$ cat config.mk
export PLATFORM = sky130hd
export DESIGN_NAME = pcpc_ctrl
export DESIGN_NICKNAME = d
export VERILOG_FILES = /design/src/rtl/pcpc_pkg.sv /design/src/rtl/pcpc_ctrl.sv
export SDC_FILE = /design/constraint.sdc
export NUM_CORES = 1
export LEC_CHECK = 0
export ABC_CLOCK_PERIOD_IN_PS = 5000
export BUFFER_PORTS_ARGS = -buffer_cell sky130_fd_sc_hd__clkbuf_2
export CAP_MARGIN = 40
export CORE_ASPECT_RATIO = 1.25
export CORE_MARGIN = 10
export CORE_UTILIZATION = 52
export DETAILED_ROUTE_END_ITERATION = 8
export PLACE_DENSITY = 0.93
export SLEW_MARGIN = 20
export SYNTH_ARGS = -nofsm -noshare
export SYNTH_HDL_FRONTEND = slang
export SYNTH_SLANG_ARGS = --single-unit
export TNS_END_PERCENT = 1
$ cat constraint.sdc
create_clock -name clk -period 5 [get_ports clk]
set_clock_uncertainty 0.05 [all_clocks]
set_input_delay 0.5 -clock clk [delete_from_list [all_inputs] [get_ports clk]]
set_output_delay 0.5 -clock clk [all_outputs]
set_load 0.02 [all_outputs]
$ cat src/rtl/pcpc_pkg.sv
// Package for the planar/chunky palette converter.
// Shared constants, controller/datapath command and status types.
// No dependencies.
package pcpc_pkg;

  localparam int PALETTE_DEPTH = 256;
  localparam int PAL_AW = 8;
  localparam int MAX_PLANES = 8;
  localparam int PLANE_W = 4;
  localparam int GROUP_PIXELS = 16;
  // Palette split into interleaved banks: entry = {row, bank}
  localparam int BANKS = 8;
  localparam int BANK_W = 3;
  localparam int BANK_ROWS = PALETTE_DEPTH / BANKS;
  localparam int ROW_W = 5;

  localparam logic ACT_PAL_WRITE = 1'b0;
  localparam logic ACT_DATA = 1'b1;

  localparam logic CFG_TO_DEVICE = 1'b0;
  localparam logic CFG_PLANE_COUNT = 1'b1;

  typedef struct packed {
    logic             pal_write;   // write palette entry from input
    logic             load_plane;  // store plane word from input
    logic             search_start;
    logic             search_step;
    logic             merge_pen;   // OR found pen into plane words
    logic             rd_start;    // issue palette read for pixel
    logic [3:0]       emit_pos;
    logic             clear_group;
  } cmd_t;

  typedef struct packed {
    logic             search_done;
  } status_t;

endpackage

$ cat src/rtl/pcpc_ctrl.sv
// Controller state machine: input handshake, result sequencing, counters.
// Depends on pcpc_pkg.
module pcpc_ctrl (
  input  logic                 clk,
  input  logic                 rst,
  input  logic                 cfg_we,
  input  logic                 cfg_index,
  input  logic                 cfg_valid_idx,
  input  logic [3:0]           cfg_data,
  input  logic                 in_valid,
  output logic                 in_ready,
  input  logic                 action,
  input  logic [4:0]           pixels_valid,
  input  logic                 row_end,
  output logic                 out_valid,
  input  logic                 out_ready,
  output logic [31:0]          result_word,
  output logic [3:0]           position,
  output logic                 last,
  output pcpc_pkg::cmd_t       cmd,
  input  pcpc_pkg::status_t    status,
  output logic [3:0]           planes,
  output logic [3:0]           plane_sel,
  output logic [3:0]           pixel_sel,
  input  logic [31:0]          rd_data,
  input  logic [15:0]          plane_word
);

  localparam logic [2:0] S_IDLE   = 3'd0;
  localparam logic [2:0] S_SEARCH = 3'd1;
  localparam logic [2:0] S_READ   = 3'd2;
  localparam logic [2:0] S_FWD    = 3'd3;
  localparam logic [2:0] S_REV    = 3'd4;

  logic [2:0] state, state_next;
  logic       to_device;
  logic [3:0] plane_count;
  logic [3:0] plane_counter;
  logic [4:0] pixel_counter;
  logic [4:0] emit_cnt;
  logic [4:0] emit_lim;
  logic       row_end_q;
  logic       accept;
  logic       out_free;
  logic [3:0] emit_idx;

  always_comb begin
    if (plane_count == 4'd0) planes = to_device ? 4'd1 : 4'd8;
    else if (plane_count > 4'd8) planes = 4'd8;
    else planes = plane_count;
  end

  assign out_free = !out_valid || out_ready;
  assign in_ready = (state == S_IDLE) && !cfg_we;
  assign accept   = in_valid && in_ready;
  assign emit_idx = emit_cnt[3:0];
  assign plane_sel = plane_counter;
  // Pen merge writes at the pixel's own column; emission walks emit_cnt
  assign pixel_sel = (state == S_SEARCH) ? pixel_counter[3:0] : emit_idx;

  always_comb begin
    cmd = '0;
    state_next = state;
    cmd.emit_pos = emit_idx;
    unique case (state)
      S_IDLE: begin
        // a register write drops any partial group
        if (cfg_we && cfg_valid_idx) cmd.clear_group = 1'b1;
        if (accept) begin
          if (action == pcpc_pkg::ACT_PAL_WRITE) begin
            cmd.pal_write = 1'b1;
          end else if (to_device) begin
            cmd.load_plane = plane_counter < 4'd8;
            if (plane_counter + 4'd1 >= planes) state_next = S_READ;
          end else begin
            cmd.search_start = 1'b1;
            state_next = S_SEARCH;
          end
        end
      end
      S_SEARCH: begin
        cmd.search_step = 1'b1;
        if (status.search_done) begin
          cmd.merge_pen = 1'b1;
          if (pixel_counter + 5'd1 >= 5'd16 || row_end_q) state_next = S_REV;
          else state_next = S_IDLE;
        end
      end
      S_READ: begin
        if (emit_cnt >= emit_lim) begin
          cmd.clear_group = 1'b1;
          state_next = S_IDLE;
        end else begin
          cmd.rd_start = 1'b1;
          state_next = S_FWD;
        end
      end
      S_FWD: begin
        if (out_free) state_next = S_READ;
      end
      S_REV: begin
        if (out_free && emit_cnt + 5'd1 >= {1'b0, planes}) begin
          cmd.clear_group = 1'b1;
          state_next = S_IDLE;
        end
      end
      default: state_next = S_IDLE;
    endcase
  end

  always_ff @(posedge clk) begin
    if (rst) begin
      state <= S_IDLE;
      to_device <= 1'b1;
      plane_count <= '0;
      plane_counter <= '0;
      pixel_counter <= '0;
      emit_cnt <= '0;
      out_valid <= 1'b0;
    end else begin
      state <= state_next;
      if (out_valid && out_ready) out_valid <= 1'b0;
      if (cfg_we && cfg_valid_idx) begin
        if (cfg_index == pcpc_pkg::CFG_TO_DEVICE) to_device <= cfg_data[0];
        else plane_count <= cfg_data;
        plane_counter <= '0;
        pixel_counter <= '0;
      end
      if (accept && action == pcpc_pkg::ACT_DATA && to_device) begin
        plane_counter <= plane_counter + 4'd1;
        emit_cnt <= '0;
      end
      if (state == S_SEARCH && status.search_done) begin
        pixel_counter <= pixel_counter + 5'd1;
        emit_cnt <= '0;
      end
      if (state == S_FWD && out_free) begin
        out_valid <= 1'b1;
        emit_cnt <= emit_cnt + 5'd1;
      end
      if (state == S_REV && out_free) begin
        out_valid <= 1'b1;
        emit_cnt <= emit_cnt + 5'd1;
      end
      if (cmd.clear_group) begin
        plane_counter <= '0;
        pixel_counter <= '0;
      end
    end
  end

  always_ff @(posedge clk) begin
    if (accept) begin
      row_end_q <= row_end;
      emit_lim  <= (pixels_valid > 5'd16) ? 5'd16 : pixels_valid;
    end
    if (state == S_FWD && out_free) begin
      result_word <= rd_data;
      position    <= emit_idx;
      last        <= (emit_cnt + 5'd1 == emit_lim);
    end
    if (state == S_REV && out_free) begin
      result_word <= {16'd0, plane_word};
      position    <= emit_idx;
      last        <= (emit_cnt + 5'd1 == {1'b0, planes});
    end
  end

`ifndef SYNTHESIS
  a_no_accept_busy: assert property (@(posedge clk) disable iff (rst)
    (state != S_IDLE) |-> !in_ready) else $error("accept while busy");
  a_out_hold: assert property (@(posedge clk) disable iff (rst)
    (out_valid && !out_ready) |=> (out_valid && $stable(result_word)))
    else $error("result dropped");
  a_planes_range: assert property (@(posedge clk) disable iff (rst)
    (planes != 4'd0) && (planes <= 4'd8)) else $error("plane count out of range");
`endif

endmodule

==> key figures, run 1 <==
Run status
  – Outcome: finished, final reports clean

Floorplan
  – Initial Util: 0.535
  – Die X: slightly above 90 um
  – Chip height: between 100 and 150 um
  – Core Footprint: 6170 um2
  – Top Ports: around 130
  – Std cell rows: 32
  – Die area: around 9900 um2

Detailed routing
  – Drt pass-1 iters: 4
  – Drt total wl: between 9000 and 10000 um
  – Wire per inst: around 17 um
  – DRT iter0 DRCs: between 150 and 200
  – Drt via density: 5.33
  – DRC violations left: 0
  – DR vias: 2903
  – Antenna-violating nets left: 0

Clock network
  – CTS buffer count: 9
  – CTS root buffer: clkbuf_8
  – Clk_lat worst skew: between 0.3 and 0.4 ns
  – H-tree depth: 3
  – CTS tree: yes
  – Setup bufs post-CTS: 0
  – Clock slew at reported path FFs: 0.07 ns
  – Post-CTS sizing: 0
  – CTS Hold Buffers Added: 0
  – Clock tree sinks: 66
  – Clock Path Buffers: 2

Timing
  – Max-slew headroom: 0.456
  – Slew Limit Fails: 0
  – Fmax: between 0.2 and 0.3 GHz
  – Worst-Margin Slew: 0.814 ns
  – Setup violators final: 0
  – Final Cycle Share: 0.688
  – Hold Vio Cnt, Final: 0
  – Tmin final: roughly 3.4 ns
  – WHS: about 0.28 ns
  – Setup TNS Final: 0 ns
  – Unrepaired setup endpoints after global routing: no

Min path
  – Hold Path Stages: 1
  – Hold Path End: row_end_q$_DFFE_PP_
  – Min-delay src: row_end
  – Hold Path Class: input pin to register

Setup path
  – Startpoint Class: register
  – Critical Path Sink Type: output pin
  – Crit path kind: register to output pin
  – Flop2flop setup slack: ~2.2 ns
  – Worst endpoint required time: ~4.5 ns
  – Max FO, Critical Path: 7
  – Worst r2r dst: pixel_counter[2]$_SDFFE_PP0P_
  – Reg2reg path depth: 8
  – FF-to-FF Start: emit_cnt[1]$_SDFFE_PP0P_
  – Crit path arrival time: 2.89 ns
  – Critical Path Source: emit_cnt[1]$_SDFFE_PP0P_

Placed design
  – Routability Congestion: 0.945
  – Port Buf Inserts: around 130
  – DPL Wire Length: 7210 um

Finish
  – ANT cells: 0
  – Layout cells sized above 1: 0.367
  – Seq. cell area: around 1600 um2
  – Final #Nets: 538
  – Area of the multi-input gates: roughly 1600 um2
  – Filler cell count: 537
  – Synth-to-layout area growth: 25.5%

Synth
  – Leading area contributor after synthesis: edfxtp_1
  – Synth top area cells: edfxtp_1, dfxtp_1, mux2_2, ha_1, nand2_1
  – Number of flops mapped to enable cells by yosys: 27
  – Seq cells post-synth: between 60 and 70
  – Synth Warn #: 0
  – Syn avg cell area: 9.96 um2
  – Synth cell count leaders: nand2_1, dfxtp_1, nor2_1, edfxtp_1, a21oi_1
  – Post-Syn Area: approximately 3300 um2
  – Top cell type's share of synthesized area: 0.246
  – Most common cell in the netlist: nand2_1
  – Async set-reset flop share out of synthesis: 0
  – Post-Syn Instances: 331
  – Seq/Total Area, Yosys: 0.483
  – Post-Syn Nets: around 410
  – Top FF cell, synth: dfxtp_1
  – Yosys cell types: 48

GRT
  – First-pass GRT wire length: ~14000 um
  – Pin count of the biggest net entering global routing: 35
  – Vias in the first global route: 2922
  – Gr ovfl total: 0
  – GRT Util Overall: 0.178
  – Initial antenna violation count: 0

Power
  – Reg power frac: 0.429
  – Peak VDD IR: approximately 0.23 mV
  – Pint: around 1100 uW
  – Leak pwr: around 0.0019 uW
  – Power, Total: approximately 1700 uW
  – Net Sw Power: between 600 and 700 uW
  – Clock network fraction of total power: 0.231
  – Net Sw Frac: 0.375
  – Power Dens Cells: roughly 420 nW/um2
  – Logic pwr share: 0.339

Run
  – Max-cap violations: 0
metal layers:
layer,part of all wire,track usage
met2,0.49,0.314
met1,0.41,0.198
met3,0.077,0.0481
met4,0.018,0.0818
met5,0,0
worst max-delay path by stage:
| stage | end |
|---|---|
| finish | cmd[0] |
| global route | cmd[0] |
| CTS | cmd[0] |
| detailed placement | cmd[0] |
| global placement | cmd[0] |
| floorplan | cmd[0] |
stage by stage:
step | util | instance area, um2 | worst slack (ns) | cells
6_report | 0.671 | 4140 | 1.56 | 545
5_1_grt | 0.671 | 4140 | 1.34 | 545
4_1_cts | 0.671 | 4140 | 1.57 | 545
3_5_place_dp | 0.642 | 3960 | 1.95 | 529
3_3_place_gp | 0.641 | 3950 | 2.06 | 528
2_1_floorplan | - | 3300 | 2.18 | 331
cell type report:
type | count | share of cell area
repair buffers | 130 | 0.158
multi-input cells | 236 | 0.378
inverters | 12 | 0.0109
clock buffers | 10 | 0.0333
well taps | 85 | 0.0257
clock inverters | 6 | 0.00937
flip-flops and latches | 66 | 0.385
placed cells by master (no fill, tap or decap), types with 6 or more instances in the layout:
master,netlist,layout
mux2_2,18,18
dfxtp_1,39,39
ha_1,16,16
nand2_1,44,44
nand2b_1,6,6
nor2_1,30,30
a21oi_1,25,25
mux2i_1,7,7
o21ai_0,8,8
nand3_1,14,14
inv_1,12,12
clkbuf_8,0,10
a31oi_1,7,7
clkbuf_2,0,128
edfxtp_1,27,27
nor2b_1,10,10
xnor2_1,6,6
critical path: stages, from the launching register on:
cell and delay (ns):
dfxtp_1 0.49, ha_1 0.31, xor2_1 0.25, ha_1 0.29
a21o_1 0.20, a221o_1 0.34, o21ai_0 0.31, o221ai_1 0.18
clkbuf_2 0.19
logic make-up after synthesis:
kind of cell	count (synthesis)	synth area share
AOI/OAI and AO/OA	63	0.125
buffers and inverters	29	0.0436
adders and majority gates	16	0.0607
DFF	66	0.483
muxes	27	0.0895
and+or+nand+nor	120	0.172
xor gates and xnor gates	10	0.0266
flip-flops by register name, summed over array words and instances (netlist names):
signal         count
result_word       32
emit_cnt           5
emit_lim           5
pixel_counter      5
plane_count        4
plane_sel          4
position           4
state              3
last               1
out_valid          1
row_end_q          1
to_device          1
power by group through the flow:
| stage | sequential, uW | combinational, uW | clock [uW] |
|---|---|---|---|
| global route | 755 | 648 | 431 |
| finish | 742 | 587 | 399 |
| CTS | 742 | 591 | 413 |
| floorplan | 834 | 312 | 0 |
| detailed placement | 754 | 587 | 0 |
| global placement | 746 | 568 | 0 |
Power figures use the tool's default switching activity.
==> inputs of run 2 (changes only) <==
ABC_AREA = 1   (was not set)
ABC_CLOCK_PERIOD_IN_PS = 3050   (was 5000)
CORE_UTILIZATION = 45   (was 52)
PLACE_DENSITY = 0.85   (was 0.93)
clock period = 3.05 ns   (was 5 ns; I/O delays follow)
==> run 2 against run 1 <==
- sequential share of layout area fell by 1.7 points
- wire length rose by 2.6%
- final area rose by 4.7%
- sequential power rose by 68%
- power rose by 92%
- critical endpoint unchanged
- largest power group unchanged
- highest routed layer unchanged
==> key figures, run 2 <==
Timing
  – Slew Limit Fails: 0
  – Fmax: around 0.35 GHz
  – Max-slew headroom: 0.653
  – Setup violators final: 0
  – Hold Vio Cnt, Final: 0
  – Setup TNS Final: 0 ns
  – Final worst slack: 0.211 ns
  – WHS: 0.114 ns
  – Worst-Margin Slew: around 0.52 ns
  – Tmin final: between 2 and 3 ns
  – Unrepaired setup endpoints after global routing: no
  – Final Cycle Share: 0.931

Detailed routing
  – DRT iter0 DRCs: roughly 220
  – Drt total wl: around 9400 um
  – Drt via density: 4.95
  – Drt pass-1 iters: 4
  – DRC violations left: 0
  – Antenna-violating nets left: 0
  – Wire per inst: between 10 and 15 um
  – DR vias: between 3000 and 4000

Setup path
  – Crit path arrival time: approximately 2.5 ns
  – FF-to-FF Start: emit_cnt[1]$_SDFFE_PP0P_
  – Critical Path Sink Type: output pin
  – Crit path kind: register to output pin
  – Startpoint Class: register
  – Worst endpoint required time: about 2.7 ns
  – Critical Path Source: emit_cnt[1]$_SDFFE_PP0P_
  – Max FO, Critical Path: 7

Synth
  – Synth top area cells: edfxtp_1, dfxtp_1, nand2_1, ha_1, nor2_1
  – Most common cell in the netlist: nand2_1
  – Seq/Total Area, Yosys: 0.462
  – Yosys cell types: 38
  – Seq cells post-synth: 66
  – Synth cell count leaders: nand2_1, nor2_1, inv_1, dfxtp_1
  – Top cell type's share of synthesized area: 0.235
  – Post-Syn Instances: between 400 and 500
  – Post-Syn Nets: between 500 and 600
  – Async set-reset flop share out of synthesis: 0
  – Synth Warn #: 0
  – Number of flops mapped to enable cells by yosys: 27
  – Syn avg cell area: about 8 um2
  – Leading area contributor after synthesis: edfxtp_1
  – Top FF cell, synth: dfxtp_1
  – Post-Syn Area: 3450 um2

GRT
  – Routing usage on met1: 0.152
  – Initial antenna violation count: 0
  – Met2 Use GR: 0.300
  – Pin count of the biggest net entering global routing: 34
  – Gr ovfl total: 0
  – GRT Util Overall: 0.156
  – Top Usage Layer GRT: met2
  – First-pass GRT wire length: between 15000 and 20000 um
  – Vias in the first global route: about 3300
  – Met3 Use GR: 0.0440

Min path
  – Min-delay src: row_end
  – Hold Path Class: input pin to register

Power
  – Clock network fraction of total power: 0.252
  – Reg power frac: 0.376
  – Power Dens Cells: approximately 770 nW/um2
  – Peak VDD IR: between 0.4 and 0.5 mV
  – Net Sw Power: ~1300 uW
  – Net Sw Frac: 0.394
  – Leak pwr: between 0.002 and 0.0025 uW
  – Pint: between 2000 and 2500 uW
  – Logic pwr share: 0.372

Finish
  – Final #Nets: between 600 and 700
  – Layout cells sized above 1: 0.304
  – Register with the most flip-flops: result_word
  – Largest register FFs: 32
  – Commonest non-fill, non-tap cell in the layout: clkbuf_2
  – Post-Layout Cell Count: 652
  – ANT cells: 0
  – Synth-to-layout area growth: 25.7%
  – Most frequent cells in the layout: clkbuf_2, nand2_1, nor2_1

Run status
  – Outcome: finished, final reports clean

Clock network
  – H-tree depth: 3
  – Clock tree sinks: 66
  – Clock Path Buffers: 2
  – Clk_lat worst skew: about 0.34 ns
  – CTS tree: yes
  – Setup bufs post-CTS: 0
  – CTS buffer count: 9
  – CTS root buffer: clkbuf_8
  – Post-CTS sizing: 0
  – CTS Hold Buffers Added: 0
  – Clock slew at reported path FFs: 0.07 ns

Placed design
  – DPL Wire Length: ~7600 um
  – Place WS: 0.621 ns
  – Post-Place Cells: 636
  – Routability Congestion: between 0.8 and 0.9
  – Port Buf Inserts: around 130

Run
  – Max-cap violations: 0

Floorplan
  – Initial Util: 0.466
  – Core Footprint: around 7400 um2
  – Std cell rows: 35
  – Top Ports: approximately 130
  – Chip height: 118 um
  – Die X: about 98 um
  – Die area: 11600 um2
run 2: changes by cell type in the layout (fill, tap and decap cells not counted), sizes merged, moves of 4 or more:
cell	delta
nor2	+30
nand3	+14
a211oi	-5
mux2	-20
nand2b	-6
inv	+42
o21ai	+19
a22oi	-4
nand4	+6
a31oi	-7
nor2b	-10
nand2	+67
mux2i	-7
run 2: final timing paths:
kind | cells after the start | endpoint | slack [ns]
worst min-delay path | 1 | row_end_q$_DFFE_PP_ | 0.11
worst max register to register | 11 | plane_sel[1]$_SDFFE_PP0P_ | 0.71
worst max-delay path | 11 | cmd[0] | 0.21
worst min register to register | 2 | plane_count[2]$_SDFFE_PP0P_ | 0.44
run 2: power groups by stage:
stage	registers (uW)	logic, uW	clock network (uW)
3_5_place_dp	1270	1240	0
3_3_place_gp	1250	1210	0
6_report	1250	1240	835
4_1_cts	1250	1250	853
5_1_grt	1270	1370	890
2_1_floorplan	1430	699	0
run 2: area by class of cell:
class	count	area [um2]
fill	673	3070
sequential	66	1590
multi-input combinational	294	1530
timing repair buffer	128	641
inverter	56	216
clock buffer	11	174
tap	92	115
clock inverter	5	62.6
run 2: critical path, cell delays in order (launching register included):
cell and delay, ns:
dfxtp_1 0.49, ha_1 0.28, xnor2_1 0.20, inv_1 0.11
ha_1 0.30, nand2_1 0.08, inv_1 0.04, o21ai_0 0.14
nand3_1 0.11, nand2_1 0.13, nand3_1 0.11, clkbuf_2 0.17
run 2: kinds of logic (layout without fill, tap and decap cells):
kind of cell / Yosys count / in the layout / share of synthesized area
flops: 66 / 66 / 0.462
fa+ha+maj: 16 / 16 / 0.0581
buf+inv: 71 / 200 / 0.0940
simple gates: 214 / 214 / 0.277
xor+xnor: 7 / 7 / 0.0178
compound gates: 57 / 57 / 0.0918
run 2: routing by layer:
| layer | share of wire | vias up |
|---|---|---|
| li1 | - | 1637 |
| met1 | 0.37 | 1488 |
| met3 | 0.047 | 17 |
| met4 | 0.019 | 0 |
| met5 | 0 | - |
| met2 | 0.57 | 88 |
run 2: through the flow:
step	cell area, um2	total power [uW]	utilization
final	4330	3320	0.585
after global routing	4330	3530	0.585
after CTS	4330	3350	0.585
after detailed placement	4100	2510	0.554
after global placement	4100	2460	0.554
after floorplan	3450	2130	-
